<file path="src/overwrite_ring_queue_with_mean_macros.svh">
// Assertion macros shared by the queue RTL.
// Both expect a signal named clock in the including scope; ORQM_ASSERT also expects reset.
`ifndef OVERWRITE_RING_QUEUE_WITH_MEAN_MACROS_SVH
`define OVERWRITE_RING_QUEUE_WITH_MEAN_MACROS_SVH

`ifndef SYNTHESIS

// Checked only outside reset
`define ORQM_ASSERT(lbl, prop, msg) \
   lbl: assert property (@(posedge clock) disable iff (reset) prop) else $error(msg);

// Checked on every edge, reset included
`define ORQM_ASSERT_ALWAYS(lbl, prop, msg) \
   lbl: assert property (@(posedge clock) prop) else $error(msg);

`else

`define ORQM_ASSERT(lbl, prop, msg)
`define ORQM_ASSERT_ALWAYS(lbl, prop, msg)

`endif

`endif

</file>
<file path="src/orqm_pkg.sv">
`default_nettype none

package orqm_pkg;

   // Queue geometry
   localparam int DEPTH  = 8;
   localparam int PTR_W  = (DEPTH > 1) ? $clog2(DEPTH) : 1;
   localparam int CNT_W  = $clog2(DEPTH + 1);

   // Field widths
   localparam int TAG_W  = 32;
   localparam int YEAR_W = 16;
   localparam int OCC_W  = 4;

   // Running sum holds up to DEPTH years of magnitude 2^15
   localparam int SUM_W  = YEAR_W + 1 + $clog2(DEPTH);
   // Divider: numerator 2*|sum| + n, denominator 2*n
   localparam int NUM_W  = SUM_W + 1;
   localparam int DEN_W  = CNT_W + 1;
   localparam int ITER_W = $clog2(NUM_W + 1);

   // Command codes
   localparam logic ACT_INSERT = 1'b0;
   localparam logic ACT_REMOVE = 1'b1;

   typedef enum logic [1:0] {
      KIND_MEAN    = 2'd0,
      KIND_REMOVED = 2'd1,
      KIND_EMPTY   = 2'd2
   } kind_type;

   typedef enum logic [2:0] {
      ST_IDLE,
      ST_READ,
      ST_START,
      ST_DIV,
      ST_DONE
   } state_type;

   typedef struct packed {
      logic                     action;
      logic [TAG_W-1:0]         record_tag;
      logic signed [YEAR_W-1:0] birth_year;
   } req_type;

   typedef struct packed {
      kind_type                 result_kind;
      logic signed [YEAR_W-1:0] mean_year;
      logic                     evicted;
      logic [TAG_W-1:0]         removed_tag;
      logic signed [YEAR_W-1:0] removed_year;
      logic [OCC_W-1:0]         occupancy;
   } rsp_type;

   typedef struct packed {
      logic [TAG_W-1:0]         tag;
      logic signed [YEAR_W-1:0] year;
   } entry_type;

   // Ring pointer advance with wrap at DEPTH
   function automatic logic [PTR_W-1:0] next_ptr(input logic [PTR_W-1:0] p);
      logic [PTR_W-1:0] r;
      if (p == PTR_W'(DEPTH - 1)) begin
         r = '0;
      end else begin
         r = p + PTR_W'(1);
      end
      return r;
   endfunction

endpackage

`default_nettype wire

</file>
<file path="src/orqm_store.sv">
`default_nettype none

module orqm_store (
   input  wire logic                      clock,
   input  wire logic                      wr_en,
   input  wire logic [orqm_pkg::PTR_W-1:0] wr_addr,
   input  wire orqm_pkg::entry_type       wr_data,
   input  wire logic                      rd_en,
   input  wire logic [orqm_pkg::PTR_W-1:0] rd_addr,
   output      orqm_pkg::entry_type       rd_data
);
   import orqm_pkg::*;

   entry_type mem_ff [DEPTH];
   entry_type rd_data_ff;

   // One write port, one registered read port
   always_ff @(posedge clock) begin
      if (wr_en) begin
         mem_ff[wr_addr] <= wr_data;
      end
      if (rd_en) begin
         rd_data_ff <= mem_ff[rd_addr];
      end
   end

   assign rd_data = rd_data_ff;

endmodule

`default_nettype wire

</file>
<file path="src/orqm_div.sv">
`default_nettype none

module orqm_div (
   input  wire logic                       clock,
   input  wire logic                       reset,
   input  wire logic                       start,
   input  wire logic [orqm_pkg::NUM_W-1:0] num,
   input  wire logic [orqm_pkg::DEN_W-1:0] den,
   output      logic                       done,
   output      logic [orqm_pkg::NUM_W-1:0] quot
);
   import orqm_pkg::*;

   logic              busy_ff, busy_in;
   logic              done_ff, done_in;
   logic [ITER_W-1:0] iter_ff, iter_in;
   logic [NUM_W-1:0]  q_ff, q_in;
   logic [DEN_W-1:0]  rem_ff, rem_in;
   logic [DEN_W-1:0]  den_ff, den_in;
   logic [DEN_W:0]    rem_shift;
   logic [DEN_W:0]    diff;
   logic              fits;

   // Restoring divide, one quotient bit per cycle
   always_comb begin
      rem_shift = {rem_ff, q_ff[NUM_W-1]};
      diff      = rem_shift - {1'b0, den_ff};
      fits      = !diff[DEN_W];

      busy_in = busy_ff;
      done_in = 1'b0;
      iter_in = iter_ff;
      q_in    = q_ff;
      rem_in  = rem_ff;
      den_in  = den_ff;

      if (start) begin
         busy_in = 1'b1;
         iter_in = '0;
         q_in    = num;
         rem_in  = '0;
         den_in  = den;
      end else if (busy_ff) begin
         q_in    = {q_ff[NUM_W-2:0], fits};
         rem_in  = fits ? diff[DEN_W-1:0] : rem_shift[DEN_W-1:0];
         iter_in = iter_ff + ITER_W'(1);
         if (iter_ff == ITER_W'(NUM_W - 1)) begin
            busy_in = 1'b0;
            done_in = 1'b1;
         end
      end
   end

   // Control
   always_ff @(posedge clock) begin
      if (reset) begin
         busy_ff <= 1'b0;
         done_ff <= 1'b0;
         iter_ff <= '0;
      end else begin
         busy_ff <= busy_in;
         done_ff <= done_in;
         iter_ff <= iter_in;
      end
   end

   // Datapath
   always_ff @(posedge clock) begin
      q_ff   <= q_in;
      rem_ff <= rem_in;
      den_ff <= den_in;
   end

   assign done = done_ff;
   assign quot = q_ff;

endmodule

`default_nettype wire

</file>
<file path="src/overwrite_ring_queue_with_mean.sv">
// Insert passes through ST_READ, ST_START, ST_DIV and ST_DONE; its result waits on
//   the one-bit-per-cycle divider that forms the rounded mean.
// Remove passes through ST_READ (one registered read of the ring memory) and ST_DONE.
// One command in flight; a finished result may wait in the output register
//   while the next command is taken.
// Synchronous active-high reset empties the queue; ring contents are not cleared.
`default_nettype none

`include "overwrite_ring_queue_with_mean_macros.svh"

module overwrite_ring_queue_with_mean (
   input  wire logic              clock,
   input  wire logic              reset,
   input  wire logic              req_valid,
   output      logic              req_ready,
   input  wire orqm_pkg::req_type req_data,
   output      logic              rsp_valid,
   input  wire logic              rsp_ready,
   output      orqm_pkg::rsp_type rsp_data
);
   import orqm_pkg::*;

   state_type          state_ff, state_in;
   logic [PTR_W-1:0]   head_ff, head_in;
   logic [PTR_W-1:0]   tail_ff, tail_in;
   logic [CNT_W-1:0]   count_ff, count_in;
   logic [SUM_W-1:0]   sum_ff, sum_in;
   logic               rsp_valid_ff, rsp_valid_in;
   req_type            req_ff, req_in;
   rsp_type            res_ff, res_in;
   rsp_type            rsp_data_ff, rsp_data_in;

   logic               mem_wr;
   logic               mem_rd;
   entry_type          wr_entry;
   entry_type          rd_entry;
   logic               div_start;
   logic               div_done;
   logic [NUM_W-1:0]   div_num;
   logic [DEN_W-1:0]   div_den;
   logic [NUM_W-1:0]   div_quot;
   logic [SUM_W-1:0]   old_ext;
   logic [SUM_W-1:0]   new_ext;
   logic [SUM_W-1:0]   sum_mag;
   logic [YEAR_W-1:0]  q_lo;

   // Ring storage
   assign wr_entry.tag  = req_ff.record_tag;
   assign wr_entry.year = req_ff.birth_year;

   orqm_store u_store (
      .clock   (clock),
      .wr_en   (mem_wr),
      .wr_addr (tail_ff),
      .wr_data (wr_entry),
      .rd_en   (mem_rd),
      .rd_addr (head_ff),
      .rd_data (rd_entry)
   );

   // Rounded mean: (2*|sum| + n) / (2*n), sign applied afterwards
   assign sum_mag = sum_ff[SUM_W-1] ? -sum_ff : sum_ff;
   assign div_num = {sum_mag, 1'b0} + NUM_W'(count_ff);
   assign div_den = {count_ff, 1'b0};

   orqm_div u_div (
      .clock (clock),
      .reset (reset),
      .start (div_start),
      .num   (div_num),
      .den   (div_den),
      .done  (div_done),
      .quot  (div_quot)
   );

   assign old_ext = {{(SUM_W-YEAR_W){rd_entry.year[YEAR_W-1]}}, rd_entry.year};
   assign new_ext = {{(SUM_W-YEAR_W){req_ff.birth_year[YEAR_W-1]}}, req_ff.birth_year};
   assign q_lo    = div_quot[YEAR_W-1:0];

   // Sequencer
   always_comb begin
      state_in     = state_ff;
      head_in      = head_ff;
      tail_in      = tail_ff;
      count_in     = count_ff;
      sum_in       = sum_ff;
      req_in       = req_ff;
      res_in       = res_ff;
      rsp_data_in  = rsp_data_ff;
      rsp_valid_in = rsp_valid_ff;
      mem_wr       = 1'b0;
      mem_rd       = 1'b0;
      div_start    = 1'b0;
      req_ready    = (state_ff == ST_IDLE);

      if (rsp_valid_ff && rsp_ready) begin
         rsp_valid_in = 1'b0;
      end

      case (state_ff)
         ST_IDLE: begin
            // take the command and fetch the head entry
            if (req_valid) begin
               req_in   = req_data;
               mem_rd   = 1'b1;
               state_in = ST_READ;
            end
         end
         ST_READ: begin
            res_in = '0;
            if (req_ff.action == ACT_INSERT) begin
               mem_wr             = 1'b1;
               res_in.result_kind = KIND_MEAN;
               tail_in            = next_ptr(tail_ff);
               if (count_ff == CNT_W'(DEPTH)) begin
                  // full: drop the oldest entry
                  res_in.evicted = 1'b1;
                  head_in        = next_ptr(head_ff);
                  sum_in         = sum_ff - old_ext + new_ext;
               end else begin
                  count_in = count_ff + CNT_W'(1);
                  sum_in   = sum_ff + new_ext;
               end
               state_in = ST_START;
            end else if (count_ff == '0) begin
               res_in.result_kind = KIND_EMPTY;
               state_in           = ST_DONE;
            end else begin
               res_in.result_kind  = KIND_REMOVED;
               res_in.removed_tag  = rd_entry.tag;
               res_in.removed_year = rd_entry.year;
               head_in             = next_ptr(head_ff);
               count_in            = count_ff - CNT_W'(1);
               sum_in              = sum_ff - old_ext;
               state_in            = ST_DONE;
            end
         end
         ST_START: begin
            div_start = 1'b1;
            state_in  = ST_DIV;
         end
         ST_DIV: begin
            if (div_done) begin
               res_in.mean_year = sum_ff[SUM_W-1] ? -q_lo : q_lo;
               state_in         = ST_DONE;
            end
         end
         ST_DONE: begin
            // hand off once the output register is free
            if (!rsp_valid_ff || rsp_ready) begin
               rsp_data_in           = res_ff;
               rsp_data_in.occupancy = OCC_W'(count_ff);
               rsp_valid_in          = 1'b1;
               state_in              = ST_IDLE;
            end
         end
         default: begin
            state_in = ST_IDLE;
         end
      endcase
   end

   // Control state
   always_ff @(posedge clock) begin
      if (reset) begin
         state_ff     <= ST_IDLE;
         head_ff      <= '0;
         tail_ff      <= '0;
         count_ff     <= '0;
         sum_ff       <= '0;
         rsp_valid_ff <= 1'b0;
      end else begin
         state_ff     <= state_in;
         head_ff      <= head_in;
         tail_ff      <= tail_in;
         count_ff     <= count_in;
         sum_ff       <= sum_in;
         rsp_valid_ff <= rsp_valid_in;
      end
   end

   // Payload
   always_ff @(posedge clock) begin
      req_ff      <= req_in;
      res_ff      <= res_in;
      rsp_data_ff <= rsp_data_in;
   end

   assign rsp_valid = rsp_valid_ff;
   assign rsp_data  = rsp_data_ff;

   // Checks
   `ORQM_ASSERT(a_count_bound, count_ff <= CNT_W'(DEPTH), "entry count above depth")
   `ORQM_ASSERT(a_busy_after_transfer, (req_valid && req_ready) |=> !req_ready, "ready during work")
   `ORQM_ASSERT(a_div_done_state, div_done |-> (state_ff == ST_DIV), "divider done out of step")
   `ORQM_ASSERT(a_rsp_from_done, $rose(rsp_valid) |-> $past(state_ff == ST_DONE), "stray result")

endmodule

`default_nettype wire

</file>
<file path="config.mk">
export PLATFORM = sky130hd
export DESIGN_NAME = overwrite_ring_queue_with_mean
export DESIGN_NICKNAME = d
export VERILOG_FILES = /design/src/orqm_pkg.sv /design/src/orqm_store.sv /design/src/orqm_div.sv /design/src/overwrite_ring_queue_with_mean.sv
export VERILOG_INCLUDE_DIRS = /design/src /design/src/src
export SDC_FILE = /design/constraint.sdc
export NUM_CORES = 1
export LEC_CHECK = 0
export BUFFER_PORTS_ARGS = -buffer_cell sky130_fd_sc_hd__buf_2
export CAP_MARGIN = 10
export CORE_ASPECT_RATIO = 0.9
export CORE_UTILIZATION = 40
export CTS_CLUSTER_DIAMETER = 100
export DETAILED_ROUTE_END_ITERATION = 10
export PLACE_DENSITY_LB_ADDON = 0.2
export SETUP_SLACK_MARGIN = 0.3
export SLEW_MARGIN = 25
export SYNTH_ARGS = -nofsm -noshare
export SYNTH_HDL_FRONTEND = slang
export SYNTH_SLANG_ARGS = --single-unit
export TNS_END_PERCENT = 10
</file>
<file path="constraint.sdc">
create_clock -name clock -period 9.03 [get_ports clock]
set_input_delay 1.806 -clock clock [delete_from_list [all_inputs] [get_ports clock]]
set_output_delay 1.806 -clock clock [all_outputs]
set_load 0.01 [all_outputs]
</file>
==> reports/metrics.yaml <==
synth_area_um2: 28400
routed_via_density: 5.24
portBuffers: 125
seq_area_um2: 20300
crit_path_cell_trace: "inv_1, ha_1, inv_1, fa_1, a211oi_1, o21bai_1, a21oi_1, o21ai_0, a21oi_1, xor2_1, o21ai_0, ha_1, a211o_1, a211o_1, o211ai_1, nor2_1, a2111oi_0, o21ai_1, and4b_1, a211o_1"
rows: 92
highest_layer: "met4"
drive_gt1_share_pct: 22.6
syn_nets: 1801
core_area_um2: 70100
vdd_ir_drop_max_uv: 124
root_buffer: "clkbuf_16"
dp_hpwl_um: 35100
synth_top_cell_by_area: "edfxtp_1"
cts_sinks: 690
yosysWarningCount: 0
finClkSkew_ns: 0.0353
finalSetupViolations: 0
synth-edff-count: 644
dr.pass1.iters: 5
fin_crit_ns: 4.98
cap_violations: 0
io-pin-count: 126
die_height_um: 255
critPathSlowestCell: "a2111oi_0"
status: "finished, final reports clean"
synth_top_area_share_pct: 68.1
met3_length_um: 2620
cts_setup_buffers: 0
finalSetupTns_ns: 0
layout_common_cells: "644 x edfxtp_1, 125 x buf_2, 96 x mux4_2, 93 x nand2_1"
start_util_pct: 40.5
drv_slew: 0
drt_iter0_drc: 1038
vias: 14894
syn_area_per_cell_um2: 16.8
antenna_cells: 0
tightestPinTransition_ns: 0.971
crit_fanout: 6
clk_pin_slew_ns: 0.06
arrival_ns: 5.48
synth_sequential_area_ratio_pct: 71.4
synth_cell_types: 73
grt_use_total_pct: 17.1
crit_start: "sum_ff[0]"
end_kind: "register"
routedWlPerCell_um: 21.4
cts_max_path_buffers: 3
die_area_um2: 72000
synth_ff_type: "edfxtp_1"
hold_class: "register to register"
final_util_pct: 46.5
ys_async_sr_fraction_pct: 0
ant_nets: 0
p_total_mw: 7.66
grt_max_degree: 58
hold_viol: 0
ys_ff_latch: 690
cp_common_cell: "a211o_1"
critPathKind: "register to register"
wl_met2_um: 29200
relSlewSlack_pct: 35.3
totalWireLength_um: 60700
hp-start: "res_ff[44]"
fillers: 6033
ys_top_cells_by_area: "edfxtp_1 68%, mux4_2 7.6%, dfxtp_1 3.2%, ha_1 2.6%, mux2_2 2.1%"
layout_setup_ws_ns: 4.05
fin_nets: 1962
grt_pass1_vias: 15162
rsz0062_at_grt: "no"
htree_levels: 3
route.detailed.drc: 0
clock_latency_ns: 0.63
final_common_cell: "edfxtp_1"
cts_tree: "done"
cts_buffers: 74
wl_met1_um: 27700
syn_inst: 1685
power.density_nw_per_um2: 235
postCtsHoldBufs: 0
place.gp.congestion: 0.876
fmax_mhz: 201
cp-start-kind: "register"
slowest_delay_ns: 0.56
pre_cts_slack_ns: 4.11
antenna_found_initial: 1
layout-area-overhead-vs-synth_pct: 14.7
ctsResizeCount: 0
cp.required_ns: 9.53
die-width_um: 283
grt_pass1_wl_um: 91600
p_leak_nw: 11.0
period_share_pct: 55.1
multiInputGateArea_um2: 7770
grt_overflow: 0
r2r-start: "sum_ff[0]"
-- synth_stat cells, types with 6 or more instances --
cell,number
ha_1,58
nor3_1,40
clkbuf_1,45
edfxtp_1,644
and3_1,7
dfxtp_1,46
o21ai_1,14
o211ai_1,7
mux2_2,52
a21oi_1,67
nand2_1,93
nand4_1,7
nand2b_1,11
a211oi_1,12
inv_1,44
nor2_1,81
xnor2_1,35
o41ai_1,6
a211o_1,6
xor2_1,50
buf_1,14
mux2i_1,16
o31ai_1,9
mux4_2,96
o21ai_0,53
a31oi_1,9
and2_1,38
a21o_1,21
or3_1,11
nand3_1,11
-- critical path: cells and delay by family, from the launching register on --
kind / cells / cell delay [ns]
AOI/OAI and AO/OA: 12 / 2.85
adders and majority gates: 3 / 0.99
DFF: 1 / 0.36
and+or+nand+nor: 2 / 0.29
xor gates and xnor gates: 1 / 0.20
buffers and inverters: 2 / 0.17
-- routing by layer --
| layer | up-vias | global-route usage [%] |
|---|---|---|
| met3 | 86 | 3.15 |
| met1 | 7610 | 23.9 |
| li1 | 6889 | - |
| met2 | 309 | 27.3 |
| met4 | 0 | 4.66 |
| met5 | - | 0 |
-- power breakdown --
group / internal, mW / leakage (nW) / switching (mW)
sequential: 3.69 / 6.28 / 0.128
combinational: 0.369 / 3.60 / 0.543
clock: 1.69 / 1.13 / 1.24
total: 5.75 / 11.0 / 1.91
-- area by class of cell --
cell class / instances / share of cell area [%]
clock inverter: 40 / 1.24
sequential: 690 / 62.2
inverter: 47 / 0.542
timing repair buffer: 150 / 2.54
tap: 940 / 3.61
multi-input combinational: 883 / 23.9
clock buffer: 93 / 5.97
-- final timing paths --
path	end	slack, ns	depth (start not counted)
hold / removal	rsp_data[44]	0.41	0
setup / recovery	sum_ff[19]	4.05	20
setup reg to reg	sum_ff[19]	4.05	20
hold reg to reg	rsp_data[44]	0.41	0
-- registers in the layout, indices dropped and copies added, names as in the netlist, 5 cells and up --
signal           flops
u_store.mem_ff     384
sum_ff              20
res_ff              67
new_ext             16
u_div.quot          21
u_div.iter_ff        5
u_div.rem_ff         5
u_store.rd_data     48
req_ff              33
rsp_data            71
-- through the flow --
step	cells	instance area, µm²	hold WS, ns
finish	2843	32600	0.413
CTS	2843	32600	0.411
floorplan	1685	28400	0.400
detailed placement	2710	30200	0.405
global placement	2709	30200	0.402
global route	2843	32600	0.419
-- logic make-up after synthesis --
| logic type | Yosys count | share of synthesized area, % |
|---|---|---|
| AO/OA/AOI/OAI | 235 | 5.35 |
| AND/OR/NAND/NOR | 335 | 5.89 |
| flip-flops | 690 | 71.4 |
| adder cells (fa/ha/maj) | 63 | 2.91 |
| XOR/XNOR | 86 | 2.68 |
| multiplexers | 164 | 10.2 |
| buffers and inverters | 112 | 1.56 |
No activity file was read; power rests on OpenSTA's default activity.
